### src/hw/rtl/mrx_pkg.sv
`timescale 1ns / 1ps

package mrx_pkg;

  // target and source opcodes
  localparam logic [3:0] OP_NOP   = 4'h0;
  localparam logic [3:0] OP_ADD   = 4'h1;
  localparam logic [3:0] OP_MUL   = 4'h2;
  localparam logic [3:0] OP_SOU   = 4'h3;
  localparam logic [3:0] OP_DIV   = 4'h4;
  localparam logic [3:0] OP_COP   = 4'h5;
  localparam logic [3:0] OP_AFC   = 4'h6;
  localparam logic [3:0] OP_LOAD  = 4'h7;
  localparam logic [3:0] OP_STORE = 4'h8;

  // error codes
  localparam logic [2:0] ERR_NONE     = 3'd0;
  localparam logic [2:0] ERR_ADDRESS  = 3'd1;
  localparam logic [2:0] ERR_CONSTANT = 3'd2;
  localparam logic [2:0] ERR_OPCODE   = 3'd3;
  localparam logic [2:0] ERR_TOO_LONG = 3'd4;

  localparam int COUNT_W = 9;
  localparam int STEP_W = 3;
  localparam int DEF_ADDRESS_LIMIT = 256;
  localparam int DEF_PROGRAM_LIMIT = 256;
  localparam int QUEUE_DEPTH = 4;
  localparam int QPTR_W = $clog2(QUEUE_DEPTH);

  // afc constant magnitude bound
  localparam logic signed [15:0] CONST_MAG = 16'sd256;

  typedef struct packed {
    logic [3:0]         func;
    logic [15:0]        first_arg;
    logic signed [15:0] second_arg;
    logic [15:0]        third_arg;
    logic               end_of_program;
  } item_t;

  typedef struct packed {
    logic [3:0] target_op;
    logic [7:0] operand_a;
    logic [7:0] operand_b;
    logic [7:0] operand_c;
    logic       last_of_run;
    logic [2:0] error_code;
  } result_t;

  typedef enum logic [2:0] {
    K_ERR   = 3'd0,
    K_NOP   = 3'd1,
    K_ARITH = 3'd2,
    K_COP   = 3'd3,
    K_AFC   = 3'd4,
    K_LOAD  = 3'd5,
    K_STORE = 3'd6
  } kind_t;

  // classified source instruction, what the back end needs to expand it
  typedef struct packed {
    kind_t      kind;
    logic [3:0] func;
    logic [7:0] a0;
    logic [7:0] b1;
    logic [7:0] a2;
    logic [2:0] err;
  } desc_t;

  typedef struct packed {
    logic  valid;
    desc_t desc;
  } desc_beat_t;

  function automatic logic [STEP_W-1:0] run_length(kind_t k);
    logic [STEP_W-1:0] n;
    case (k)
      K_ARITH: n = 3'd7;
      K_COP:   n = 3'd4;
      K_AFC:   n = 3'd3;
      K_LOAD:  n = 3'd5;
      K_STORE: n = 3'd4;
      default: n = 3'd1;
    endcase
    return n;
  endfunction

  function automatic result_t make(logic [3:0] op, logic [7:0] a, logic [7:0] b,
                                   logic [7:0] c);
    result_t r;
    r = '0;
    r.target_op = op;
    r.operand_a = a;
    r.operand_b = b;
    r.operand_c = c;
    return r;
  endfunction

  // one target instruction of the run for a descriptor
  function automatic result_t expand(desc_t d, logic [STEP_W-1:0] step);
    result_t r;
    r = '0;
    case (d.kind)
      K_ERR: begin
        r.error_code = d.err;
      end
      K_ARITH: begin
        case (step)
          3'd0: r = make(OP_AFC, 8'd1, d.b1, 8'd0);
          3'd1: r = make(OP_AFC, 8'd2, d.a2, 8'd0);
          3'd2: r = make(OP_LOAD, 8'd1, 8'd1, 8'd0);
          3'd3: r = make(OP_LOAD, 8'd2, 8'd2, 8'd0);
          3'd4: r = make(OP_AFC, 8'd3, d.a0, 8'd0);
          3'd5: r = make(d.func, 8'd0, 8'd1, 8'd2);
          default: r = make(OP_STORE, 8'd3, 8'd0, 8'd0);
        endcase
      end
      K_COP: begin
        case (step)
          3'd0: r = make(OP_AFC, 8'd0, d.a0, 8'd0);
          3'd1: r = make(OP_AFC, 8'd1, d.b1, 8'd0);
          3'd2: r = make(OP_LOAD, 8'd0, 8'd0, 8'd0);
          default: r = make(OP_STORE, 8'd1, 8'd0, 8'd0);
        endcase
      end
      K_AFC: begin
        case (step)
          3'd0: r = make(OP_AFC, 8'd0, d.a0, 8'd0);
          3'd1: r = make(OP_AFC, 8'd1, d.b1, 8'd0);
          default: r = make(OP_STORE, 8'd0, 8'd1, 8'd0);
        endcase
      end
      K_LOAD: begin
        case (step)
          3'd0: r = make(OP_AFC, 8'd1, d.b1, 8'd0);
          3'd1: r = make(OP_AFC, 8'd0, d.a0, 8'd0);
          3'd2: r = make(OP_LOAD, 8'd1, 8'd1, 8'd0);
          3'd3: r = make(OP_LOAD, 8'd1, 8'd1, 8'd0);
          default: r = make(OP_STORE, 8'd0, 8'd1, 8'd0);
        endcase
      end
      K_STORE: begin
        case (step)
          3'd0: r = make(OP_AFC, 8'd1, d.a0, 8'd0);
          3'd1: r = make(OP_AFC, 8'd0, d.b1, 8'd0);
          3'd2: r = make(OP_LOAD, 8'd1, 8'd1, 8'd0);
          default: r = make(OP_STORE, 8'd1, 8'd0, 8'd0);
        endcase
      end
      default: r = make(OP_NOP, 8'd0, 8'd0, 8'd0);
    endcase
    r.last_of_run = (step == run_length(d.kind) - 3'd1);
    return r;
  endfunction

endpackage

### src/hw/rtl/mrx_front.sv
`timescale 1ns / 1ps

module mrx_front import mrx_pkg::*; #(
  parameter int ADDRESS_LIMIT = DEF_ADDRESS_LIMIT,
  parameter int PROGRAM_LIMIT = DEF_PROGRAM_LIMIT
) (
  input  logic       clk,
  input  logic       rst,
  input  logic       accept,
  input  item_t      item,
  output desc_beat_t beat
);

  logic [COUNT_W-1:0] emitted_count;
  logic [COUNT_W-1:0] emitted_count_next;
  logic               halted;
  logic               halted_next;

  logic  bad0, bad1, bad2, bad_const, too_long, bad_op;
  desc_t d;

  always_comb begin
    bad0      = item.first_arg >= 16'(ADDRESS_LIMIT);
    bad1      = item.second_arg[15] || (16'(item.second_arg) >= 16'(ADDRESS_LIMIT));
    bad2      = item.third_arg >= 16'(ADDRESS_LIMIT);
    bad_const = (item.second_arg > CONST_MAG) || (item.second_arg < -CONST_MAG);
    too_long  = emitted_count > COUNT_W'(PROGRAM_LIMIT);
    bad_op    = (item.func == OP_DIV) || (item.func > OP_STORE);

    d.func = item.func;
    d.a0   = item.first_arg[7:0];
    d.b1   = item.second_arg[7:0];
    d.a2   = item.third_arg[7:0];
    d.err  = ERR_NONE;
    d.kind = K_ERR;

    if (too_long) begin
      d.err = ERR_TOO_LONG;
    end else if (bad_op) begin
      d.err = ERR_OPCODE;
    end else if (item.func == OP_NOP) begin
      d.kind = K_NOP;
    end else if (item.func <= OP_SOU) begin
      if (bad0 || bad1 || bad2) d.err = ERR_ADDRESS;
      else d.kind = K_ARITH;
    end else if (item.func == OP_COP) begin
      if (bad0 || bad1) d.err = ERR_ADDRESS;
      else d.kind = K_COP;
    end else if (item.func == OP_AFC) begin
      if (bad0) d.err = ERR_ADDRESS;
      else if (bad_const) d.err = ERR_CONSTANT;
      else d.kind = K_AFC;
    end else if (item.func == OP_LOAD) begin
      if (bad0 || bad1) d.err = ERR_ADDRESS;
      else d.kind = K_LOAD;
    end else begin
      if (bad0 || bad1) d.err = ERR_ADDRESS;
      else d.kind = K_STORE;
    end

    emitted_count_next = emitted_count;
    halted_next        = halted;
    if (!halted) begin
      if (d.kind == K_ERR) begin
        halted_next = 1'b1;
      end else begin
        emitted_count_next = emitted_count + COUNT_W'(run_length(d.kind));
      end
    end
    if (item.end_of_program) begin
      emitted_count_next = '0;
      halted_next        = 1'b0;
    end

    // a halted source instruction gives nothing to the back end
    beat.valid = accept && !halted;
    beat.desc  = d;
  end

  always_ff @(posedge clk) begin
    if (rst) begin
      emitted_count <= '0;
      halted        <= 1'b0;
    end else if (accept) begin
      emitted_count <= emitted_count_next;
      halted        <= halted_next;
    end
  end

endmodule

### src/hw/rtl/mrx_queue.sv
`timescale 1ns / 1ps

module mrx_queue import mrx_pkg::*; (
  input  logic       clk,
  input  logic       rst,
  input  desc_beat_t wr,
  input  logic       rd,
  output logic       full,
  output desc_beat_t head
);

  desc_t              entries [QUEUE_DEPTH];
  logic [QPTR_W-1:0]  wr_ptr;
  logic [QPTR_W-1:0]  rd_ptr;
  logic [QPTR_W:0]    count;
  logic               do_wr;
  logic               do_rd;

  assign full       = count == (QPTR_W+1)'(QUEUE_DEPTH);
  assign head.valid = count != '0;
  assign head.desc  = entries[rd_ptr];
  assign do_wr      = wr.valid && !full;
  assign do_rd      = rd && head.valid;

  always_ff @(posedge clk) begin
    if (do_wr) begin
      entries[wr_ptr] <= wr.desc;
    end
  end

  always_ff @(posedge clk) begin
    if (rst) begin
      wr_ptr <= '0;
      rd_ptr <= '0;
      count  <= '0;
    end else begin
      if (do_wr) wr_ptr <= wr_ptr + 1'b1;
      if (do_rd) rd_ptr <= rd_ptr + 1'b1;
      case ({do_wr, do_rd})
        2'b10:   count <= count + 1'b1;
        2'b01:   count <= count - 1'b1;
        default: count <= count;
      endcase
    end
  end

endmodule

### src/hw/rtl/mrx_back.sv
`timescale 1ns / 1ps

module mrx_back import mrx_pkg::*; (
  input  logic       clk,
  input  logic       rst,
  input  desc_beat_t head,
  output logic       rd,
  input  logic       pop,
  output logic       empty,
  output result_t    result
);

  logic [STEP_W-1:0] step;
  logic              out_valid;
  result_t           next_res;
  logic              load;

  assign empty    = !out_valid;
  assign next_res = expand(head.desc, step);
  assign load     = head.valid && (!out_valid || pop);
  assign rd       = load && next_res.last_of_run;

  always_ff @(posedge clk) begin
    if (load) begin
      result <= next_res;
    end
  end

  always_ff @(posedge clk) begin
    if (rst) begin
      step      <= '0;
      out_valid <= 1'b0;
    end else begin
      if (load) begin
        out_valid <= 1'b1;
        step      <= next_res.last_of_run ? '0 : step + 1'b1;
      end else if (pop) begin
        out_valid <= 1'b0;
      end
    end
  end

endmodule

### src/hw/rtl/mem_to_reg_instruction_expander.sv
`timescale 1ns / 1ps

// Expands memory-to-memory source instructions into register-machine
// instructions. The front end takes one source instruction per cycle while
// its four-entry descriptor queue has room, checks it (program length,
// opcode, addresses, afc constant) and keeps the emitted count and halt
// flag; the back end expands the queue head one target instruction per
// cycle into an output register while that register is empty or popped. A
// source instruction gives 7 results for add/mul/sou, 5 for load, 4 for
// cop/store, 3 for afc and 1 for nop or an error beat, set by the back-end
// sequencer; instructions swallowed while halted give nothing at the back.
// Results leave like a queue: the oldest waiting one sits on result while
// empty is low.

module mem_to_reg_instruction_expander import mrx_pkg::*; #(
  parameter int ADDRESS_LIMIT = DEF_ADDRESS_LIMIT,
  parameter int PROGRAM_LIMIT = DEF_PROGRAM_LIMIT
) (
  input  logic    clk,
  input  logic    rst,
  // source instruction side
  input  logic    push,
  output logic    full,
  input  item_t   item,
  // target instruction side
  output logic    empty,
  input  logic    pop,
  output result_t result
);

  desc_beat_t fe_beat;   // classified beat from the front end
  desc_beat_t q_head;    // oldest descriptor waiting for expansion
  logic       q_rd;
  logic       accept;

  // an accepted beat is classified and, unless the front end is halted, enqueued in the same cycle
  assign accept = push && !full;

  mrx_front #(
    .ADDRESS_LIMIT(ADDRESS_LIMIT),
    .PROGRAM_LIMIT(PROGRAM_LIMIT)
  ) u_front (
    .clk   (clk),
    .rst   (rst),
    .accept(accept),
    .item  (item),
    .beat  (fe_beat)
  );

  // decouples classification from expansion
  mrx_queue u_queue (
    .clk (clk),
    .rst (rst),
    .wr  (fe_beat),
    .rd  (q_rd),
    .full(full),
    .head(q_head)
  );

  // one target instruction per cycle while the output is empty or popped, registered at the output
  mrx_back u_back (
    .clk   (clk),
    .rst   (rst),
    .head  (q_head),
    .rd    (q_rd),
    .pop   (pop),
    .empty (empty),
    .result(result)
  );

endmodule

### config.mk
export PLATFORM = sky130hd
export DESIGN_NAME = mem_to_reg_instruction_expander
export DESIGN_NICKNAME = d
export VERILOG_FILES = /design/src/hw/rtl/mrx_pkg.sv /design/src/hw/rtl/mrx_front.sv /design/src/hw/rtl/mrx_queue.sv /design/src/hw/rtl/mrx_back.sv /design/src/hw/rtl/mem_to_reg_instruction_expander.sv
export SDC_FILE = /design/constraint.sdc
export NUM_CORES = 1
export LEC_CHECK = 0
export BUFFER_PORTS_ARGS = -buffer_cell sky130_fd_sc_hd__buf_2
export CAP_MARGIN = 20
export CORE_UTILIZATION = 55
export DETAILED_ROUTE_END_ITERATION = 8
export GPL_ROUTABILITY_DRIVEN = 0
export PLACE_DENSITY = 0.87
export SYNTH_ARGS = -nofsm -noshare
export SYNTH_HDL_FRONTEND = slang
export SYNTH_HIERARCHICAL = 1
export SYNTH_SLANG_ARGS = --single-unit
### constraint.sdc
create_clock -name clk -period 6.2 [get_ports clk]
set_input_delay 0.62 -clock clk [delete_from_list [all_inputs] [get_ports clk]]
set_output_delay 0.62 -clock clk [all_outputs]
set_load 0.02 [all_outputs]
==> results.cfg, run 1 <==
[place]
dp_hpwl_mm = 11.43
dpl-instance-area_um2 = 8773
portBuffers = 77
pre_cts_slack_ps = 1453

[setup_path]
crit_chain = buf_4 -> mux4_1 -> nor3b_2 -> nor2_1 -> ha_1 -> xnor2_1 -> xnor3_1 -> nor4b_4 -> and2_1 -> o31a_1 -> ha_1 -> inv_1 -> fa_1 -> xor2_1 -> or3_1 -> a21oi_1
r2r_slack_ps = 1370
path_class = flop to flop
startpoint_type = flop
critPathMaxStageDelay_ps = 580
r2r-end = u_queue/count[2]$_SDFFE_PP0P_
cp-end-kind = flop
cpMaxStageDelayCell = dfxtp_1
path_max_fanout = 26
crit_top_cell = ha_1
rr_worst_depth = 16
crit_family = simple AND/OR/NAND/NOR gates
critical_path_buf_inv_count = 2
critPathRequiredTime_ps = 6550
critical_path_arrival_ps = 5180

[global_routing]
use_met2_pct = 37.44
grt_first_pass_wirelength_mm = 28.21
grtUsageMet3_pct = 7.001
top_usage_layer = met2
first_global_vias = 5291
grt_max_degree = 42
antenna_found_initial = 0
use_met1_pct = 29.70
grt_overflow_total = 0
track_usage_pct = 23.43

[synthesis]
synthArstFlopShare_pct = 0
synth.distinct_cells = 76
seq_area_frac_synth_pct = 59.71
synthFlopType = edfxtp_1
yosysTopAreaCellShare_pct = 54.34
synthTopCellsByArea = edfxtp_1 (54%), mux4_2 (7.9%), dfxtp_1 (5.4%), buf_4 (3.8%), ha_1 (2.0%)
synth_enable_flop_cells = 155
synth-warning-count = 6
synth_common_cells = edfxtp_1 (155), buf_4 (43), nand2_1 (42)
synth_most_common_cell = edfxtp_1
avgSynthCellArea_um2 = 14.30
synth_top_area_cell = edfxtp_1
synth_cells = 599
ys_seq_elements = 178
synth_area_um2 = 8566

[timing]
fin_skew_ps = 10.49
hold_viol = 0
tightest_slew_ps = 1103
maxSlewViolCount = 0
timing.slew.headroom_pct = 26.49
finalSetupViolCount = 0
rsz0062_at_grt = no
setup_ws_ps = 1368
fmax_mhz = 207.0
finalCritPeriodShare_pct = 77.93
post-route-min-period_ps = 4832
fin_setup_tns_ps = 0

[pwr]
p_sw_uw = 942.5
power.leakage_uw = 0.003291
p_int_uw = 2301
p_sw_share_pct = 29.06
ir_drop_v = 0.0002518
seqPwrFrac_pct = 45.2
clkPwrFrac_pct = 32.6
total_power_uw = 3244
p_comb_share_pct = 22.2
p_per_area_nw_per_um2 = 345.7

[detailed_routing]
drt_pass1_iterations = 7
drtIter0Drc = 748
vias = 5362
ant_nets = 0
via_per_inst = 6.346
wl_mm = 17.72
wire_per_inst_um = 20.97
drc = 0

[layout]
antenna_cells = 0
stdcell_area_um2 = 9382
finalNetCount = 717
drive_gt1_share_pct = 25.11
fillers = 1058
regArea_um2 = 5116
multi_input_area_um2 = 2909
syn2layout_area_growth_pct = 9.524

[clock_tree]
cts_tree = built
clockBufferDepth = 2
cts.sinks = 178
cts_inserted_buffers = 17
worstSkewPairLatency_ps = 430
hold_buffers = 0
h-tree-depth = 4
cts_root_buffer = clkbuf_16
cts_setup_buffers = 0
ctsResizeCount = 0
path_clk_slew_ps = 70

[outcome]
status = finished, final reports clean

[job]
max_cap_violations = 0

[min_path]
hp-start = item[7]
worstHoldPathType = primary input to flop
whs_path_depth = 1
min_to = u_queue/entries[2][9]$_DFFE_PP_

[floorplanning]
std_cell_rows = 45
start_util_pct = 56.35
core_area_um2 = 15200
fp.dieArea_um2 = 16080
die_h_um = 126.8
pin_count = 91
fp.dieW_um = 126.8
layer usage:
layer / up-vias / part of all wire (%)
li1: 2362 / -
met1: 2601 / 40
met2: 353 / 48
met3: 46 / 9.3
met4: 0 / 2.6
met5: - / 0
how the worst max path moves through the flow:
| stage | from | to | depth (start not counted) |
|---|---|---|---|
| after CTS | flop | u_queue/count[2]$_SDFFE_PP0P_ | 16 |
| after global routing | flop | u_queue/count[2]$_SDFFE_PP0P_ | 16 |
| after floorplan | flop | u_queue/count[2]$_SDFFE_PP0P_ | 18 |
| after global placement | flop | u_queue/count[2]$_SDFFE_PP0P_ | 16 |
| after detailed placement | flop | u_queue/count[2]$_SDFFE_PP0P_ | 16 |
| final | flop | u_queue/count[2]$_SDFFE_PP0P_ | 16 |
flip-flops by register name, indices dropped and copies added, names as in the netlist, named ones only:
signal and cells:
u_front/halted 1, u_queue/entries 136, u_back/step 3, u_queue/wr_ptr 2
u_queue/rd_ptr 2, u_back/result 19, u_queue/count 3, u_back/out_valid 1
u_front/emitted_count 9
per-stage QoR:
step	cells	util [%]	hold slack (ps)
5_1_grt	845	61.71	391.6
6_report	845	61.71	404.5
3_3_place_gp	812	57.71	432.2
4_1_cts	844	61.53	389.6
2_1_floorplan	611	-	421.6
3_5_place_dp	812	57.71	462.0
power by group through the flow:
stage	logic, uW	registers (uW)	clock network (uW)
6_report	721	1460	1060
3_3_place_gp	644	1480	0
2_1_floorplan	485	1530	0
5_1_grt	772	1470	1120
4_1_cts	689	1470	1070
3_5_place_dp	678	1490	0
layout make-up:
cell class	instances	area share, %
sequential	178	54.53
tap	188	2.507
timing repair buffer	86	5.041
multi-input combinational	345	31.01
inverter	16	0.7202
clock inverter	13	1.574
clock buffer	19	4.615
cell families after synthesis:
kind of cell | Yosys count | synth area share [%]
other | 1 | 0.04378
multiplexers | 43 | 10.18
AND/OR/NAND/NOR | 158 | 10.27
flip-flops | 178 | 59.71
XOR/XNOR | 10 | 1.183
buffers and inverters | 88 | 6.851
adder cells (fa/ha/maj) | 16 | 2.512
AO/OA/AOI/OAI | 105 | 9.247
placed cells by master, fill, tap and decap left out, drive strengths merged, types with 4 or more instances in the layout:
cell    netlist  routed
edfxtp      155     155
buf          64      86
nand2        42      42
mux4         34      34
nor2         29      29
dfxtp        23      23
a21oi        21      21
inv          15      21
clkbuf        8      19
o21ai        15      15
ha           14      14
conb          1      13
a211oi       12      12
nor4         11      11
and2         11      11
nor3         11      11
nand2b       10      10
a22o          8       8
a221o         8       8
nand3         8       8
mux2i         8       8
or3           7       7
a221oi        6       6
a31oi         5       5
a21o          5       5
xor2          5       5
nor2b         5       5
clkinv        1       5
nand4         4       4
xnor2         4       4
Note: power is estimated with default switching activity, not from simulation.
==> run 2: changes to the inputs <==
ABC_AREA = 1   (was not set)
clock period = 4.8 ns   (was 6.2 ns; I/O delays follow)
==> results.cfg, run 2 <==
[detailed_routing]
drtIter0Drc = 896
via_per_inst = 5.622
wire_per_inst_um = 16.27
wl_mm = 18.35
ant_nets = 0
vias = 6342
drt_pass1_iterations = 5
drc = 0

[layout]
largestRegisters = u_queue/entries x136, u_back/result x19, u_front/emitted_count x9
fillers = 1125
final_cells = 1128
syn2layout_area_growth_pct = 10.21
finalNetCount = 977
regMostFlops = u_queue/entries
final_common_cell = edfxtp_1
antenna_cells = 0
drive_gt1_share_pct = 20.50
largest_reg_flops = 136
most-common-layout-cells = edfxtp_1 (155), nor2_1 (121), nand2_1 (113), o21ai_0 (93), buf_2 (77)

[pwr]
total_power_uw = 4803
p_per_area_nw_per_um2 = 498.9
power.leakage_uw = 0.003739
ir_drop_v = 0.0002929

[place]
dp_hpwl_mm = 12.06
portBuffers = 77
dp.cells = 1096

[floorplanning]
fp.dieArea_um2 = 16390
start_util_pct = 56.83
core_area_um2 = 15370
std_cell_rows = 45
pin_count = 91
die_h_um = 128.0
fp.dieW_um = 128.0

[synthesis]
synth_area_um2 = 8736
synth_common_cells = edfxtp_1 (155), nor2_1 (125), nand2_1 (113)
yosysTopAreaCellShare_pct = 53.28
synth.distinct_cells = 41
avgSynthCellArea_um2 = 10.23
synthTopCellsByArea = edfxtp_1 (53%), nor2_1 (5.4%), o21ai_0 (5.3%), dfxtp_1 (5.3%), nand2_1 (4.9%)
ys_seq_elements = 178
synth_cells = 854
synthArstFlopShare_pct = 0
seq_area_frac_synth_pct = 58.55
synth_enable_flop_cells = 155
synthFlopType = edfxtp_1
synth_most_common_cell = edfxtp_1
synth_top_area_cell = edfxtp_1
synth-warning-count = 6

[min_path]
worstHoldPathType = primary input to flop

[clock_tree]
ctsResizeCount = 0
path_clk_slew_ps = 70
hold_buffers = 0
cts.sinks = 178
cts_root_buffer = clkbuf_16
cts_inserted_buffers = 17
cts_setup_buffers = 0
cts_tree = built
h-tree-depth = 4
worstSkewPairLatency_ps = 430
clockBufferDepth = 2

[setup_path]
path_class = flop to flop
path_max_fanout = 31
critPathMaxStageDelay_ps = 560
startpoint_type = flop
critical_path_arrival_ps = 4420
cpMaxStageDelayCell = o22ai_1
cp-end-kind = flop
critPathRequiredTime_ps = 5130
crit_chain = buf_4 -> nor2_1 -> o22ai_1 -> nand2_2 -> nor2_4 -> inv_2 -> nand2_1 -> inv_1 -> ha_1 -> xnor2_1 -> nor2_2 -> nand3_2 -> inv_1 -> nand2_1 -> inv_1 -> ha_1 -> inv_1 -> fa_1 -> inv_1 -> nand2_1 -> nand3_1 -> nand2_1 -> nand2_1 -> nor2_1

[timing]
fin_skew_ps = 9.131
fin_setup_tns_ps = 0
maxSlewViolCount = 0
post-route-min-period_ps = 4091
hold_viol = 0
finalCritPeriodShare_pct = 85.22
tightest_slew_ps = 772.3
rsz0062_at_grt = no
fmax_mhz = 244.5
timing.slew.headroom_pct = 48.45
finalSetupViolCount = 0

[global_routing]
first_global_vias = 6086
grt_max_degree = 40
antenna_found_initial = 0
grt_first_pass_wirelength_mm = 29.62
track_usage_pct = 23.90
grt_overflow_total = 0

[job]
max_cap_violations = 0

[outcome]
status = finished, final reports clean
-- run 2: cell count changes after synthesis, moves of 10 or more --
cell and change:
nor2_1 +97, o21ai_0 +80, nand2_1 +71, inv_1 +52, o22ai_1 +33, mux4_2 -30
nand3_1 +21, nand2_2 +18, and2_1 -11, nor4_1 -11, a211oi_1 -10, nand2b_1 -10
-- run 2: logic make-up after synthesis --
kind of cell / Yosys count / share of synthesized area, %
xor gates and xnor gates: 8 / 0.8021
DFF: 178 / 58.55
and+or+nand+nor: 322 / 17.22
buffers and inverters: 143 / 8.722
AOI/OAI and AO/OA: 186 / 12.20
adders and majority gates: 16 / 2.464
other: 1 / 0.04293
-- run 2: per-layer routing --
layer | wire (um) | GRT usage [%] | vias to the layer above
met1 | 7520 | 29.81 | 2985
li1 | - | - | 3007
met2 | 9091 | 39.74 | 318
met4 | 361 | 10.73 | 0
met5 | 0 | 0 | -
met3 | 1375 | 5.634 | 32
-- run 2: where the power goes --
part	internal, uW	total [uW]	leakage, uW	switching (uW)
sequential	1920	2000	0.00161	75.1
clock	742	1370	0.000293	624
combinational	424	1440	0.00183	1010
-- run 2: critical path: cells and delay by family (launching register included) --
family,cells,cell delay (ps)
AND/OR/NAND/NOR,12,1140
buffers and inverters,7,850
adder cells (fa/ha/maj),3,820
AO/OA/AOI/OAI,1,560
flip-flops,1,500
XOR/XNOR,1,140
-- run 2: worst paths after layout --
check,start,endpoint,slack [ps],cells after the start
min,item[4],u_queue/entries[0][6]$_DFFE_PP_,260,1
max reg2reg,flop,u_queue/count[2]$_SDFFE_PP0P_,710,24
max,flop,u_queue/count[2]$_SDFFE_PP0P_,710,24
min reg2reg,u_queue/wr_ptr[1]$_SDFFE_PP0P_,u_queue/wr_ptr[1]$_SDFFE_PP0P_,520,2
-- run 2: metrics by stage --
stage          setup slack (ps)  hold WS, ps  util, %  instance area [um^2]
2_1_floorplan              1361        458.7        -                  8781
3_3_place_gp              893.3        487.8    58.80                  9037
3_5_place_dp              784.1        513.7    58.80                  9037
4_1_cts                   731.2        245.9    62.64                  9628
5_1_grt                   249.9        239.5    62.64                  9628
6_report                  709.4        260.8    62.64                  9628
-- run 2: cell type report --
| cell class | count | area, um^2 | area share, % |
|---|---|---|---|
| clock buffer | 17 | 425.4 | 4.418 |
| clock inverter | 15 | 165.2 | 1.715 |
| inverter | 76 | 290.3 | 3.015 |
| multi-input combinational | 545 | 2914 | 30.27 |
| sequential | 178 | 5116 | 53.14 |
| tap | 211 | 264.0 | 2.742 |
| timing repair buffer | 86 | 452.9 | 4.704 |
==> run 3: changes to the inputs <==
BUFFER_PORTS_ARGS = not set   (was -buffer_cell sky130_fd_sc_hd__buf_2)
DONT_BUFFER_PORTS = 1   (was not set)
PLACE_DENSITY = 0.7   (was 0.87)
clock period = 4.5 ns   (was 4.8 ns; I/O delays follow)
==> results.cfg, run 3 (synthesized netlist as in run 2, its figures left out) <==
[global_routing]
grt_max_degree = 55
track_usage_pct = 23.34
first_global_vias = 5814
antenna_found_initial = 0
grt_overflow_total = 0
grt_first_pass_wirelength_mm = 29.06

[timing]
fin_skew_ps = 9.747
timing.hold.ws_ps = 87.18
rsz0062_at_grt = no
maxSlewViolCount = 0
fmax_mhz = 252.7
fin_setup_tns_ps = 0
post-route-min-period_ps = 3957
hold_viol = 0
timing.slew.headroom_pct = 49.29
finalSetupViolCount = 0
tightest_slew_ps = 759.8
finalCritPeriodShare_pct = 87.93

[pwr]
power.leakage_uw = 0.003434
ir_drop_v = 0.0003092
p_comb_share_pct = 25.8
seqPwrFrac_pct = 44.7
p_int_uw = 3238
total_power_uw = 5037
p_per_area_nw_per_um2 = 544.0
p_sw_share_pct = 35.71
p_sw_uw = 1799
clkPwrFrac_pct = 29.5

[layout]
most-common-layout-cells = edfxtp_1 (155), nor2_1 (121), nand2_1 (113), o21ai_0 (93), inv_1 (66)
drive_gt1_share_pct = 13.23
finalNetCount = 899
regMostFlops = u_queue/entries
largest_reg_flops = 136
syn2layout_area_growth_pct = 5.987
final_common_cell = edfxtp_1
antenna_cells = 0
largestRegisters = u_queue/entries x136, u_back/result x19, u_front/emitted_count x9

[setup_path]
startpoint_type = flop
path_class = flop to flop
cpMaxStageDelayCell = dfxtp_2
crit_top_cell = nand2_1
cp-end-kind = flop
critPathMaxStageDelay_ps = 520
path_max_fanout = 18
critPathRequiredTime_ps = 4820
critical_path_arrival_ps = 4280

[floorplanning]
fp.dieW_um = 128.0
fp.dieArea_um2 = 16390
pin_count = 91
std_cell_rows = 45
core_area_um2 = 15370
die_h_um = 128.0
start_util_pct = 56.83

[clock_tree]
ctsResizeCount = 0
h-tree-depth = 4
cts_tree = built
hold_buffers = 0
clockBufferDepth = 2
worstSkewPairLatency_ps = 430
cts_root_buffer = clkbuf_16
cts.sinks = 178
cts_inserted_buffers = 17
path_clk_slew_ps = 70
cts_setup_buffers = 0

[detailed_routing]
drc = 0
wire_per_inst_um = 16.72
via_per_inst = 5.700
vias = 5985
drtIter0Drc = 534
ant_nets = 0
drt_pass1_iterations = 5
wl_mm = 17.55

[place]
dp_hpwl_mm = 11.71
portBuffers = 0

[job]
max_cap_violations = 0

[outcome]
status = finished, final reports clean

[min_path]
worstHoldPathType = primary input to flop
-- run 3: power by group through the flow --
stage          Sequential (uW)  Clock, uW  Combinational, uW
2_1_floorplan             2260          0               1060
3_3_place_gp              2280          0               1240
3_5_place_dp              2290          0               1290
4_1_cts                   2250       1510               1290
5_1_grt                   2280       1580               1480
6_report                  2250       1490               1300
-- run 3: worst paths after layout --
path / from / depth (start not counted) / end / slack (ps)
min reg2reg: u_queue/wr_ptr[1]$_SDFFE_PP0P_ / 2 / u_queue/wr_ptr[1]$_SDFFE_PP0P_ / 510
min: rst / 1 / u_back/out_valid$_SDFFE_PP0P_ / 90
max: flop / 28 / u_queue/count[2]$_SDFFE_PP0P_ / 540
max reg2reg: flop / 28 / u_queue/count[2]$_SDFFE_PP0P_ / 540
-- run 3: layer usage --
layer  share of wire [%]  up-vias  GRT usage, %
met5                   0        -             0
met4                 1.4        0         7.266
met3                 8.9       26         7.137
met2                  48      246         37.85
met1                  42     2868         30.13
li1                    -     2845             -
-- run 3: critical path: cells and delay by family (launching register included) --
kind | cells | cell delay [ps]
compound gates | 2 | 660
fa+ha+maj | 3 | 770
simple gates | 14 | 1190
buf+inv | 9 | 730
flops | 1 | 520
-- run 3: layout make-up --
class                      instances  area, um^2
fill                            1238        6112
sequential                       178        5116
multi-input combinational        545        2914
clock buffer                      17       425.4
inverter                          76       290.3
tap                              211       264.0
clock inverter                    15       188.9
timing repair buffer               8       60.06
-- run 3: through the flow --
| stage | instance area [um^2] | worst slack (ps) | std cells | util (%) |
|---|---|---|---|---|
| 6_report | 9259 | 543.3 | 1050 | 60.24 |
| 5_1_grt | 9259 | 125.5 | 1050 | 60.24 |
| 4_1_cts | 9259 | 573.2 | 1050 | 60.24 |
| 3_5_place_dp | 8645 | 606.4 | 1018 | 56.24 |
| 3_3_place_gp | 8645 | 880.2 | 1018 | 56.24 |
| 2_1_floorplan | 8781 | 1061 | 866 | - |
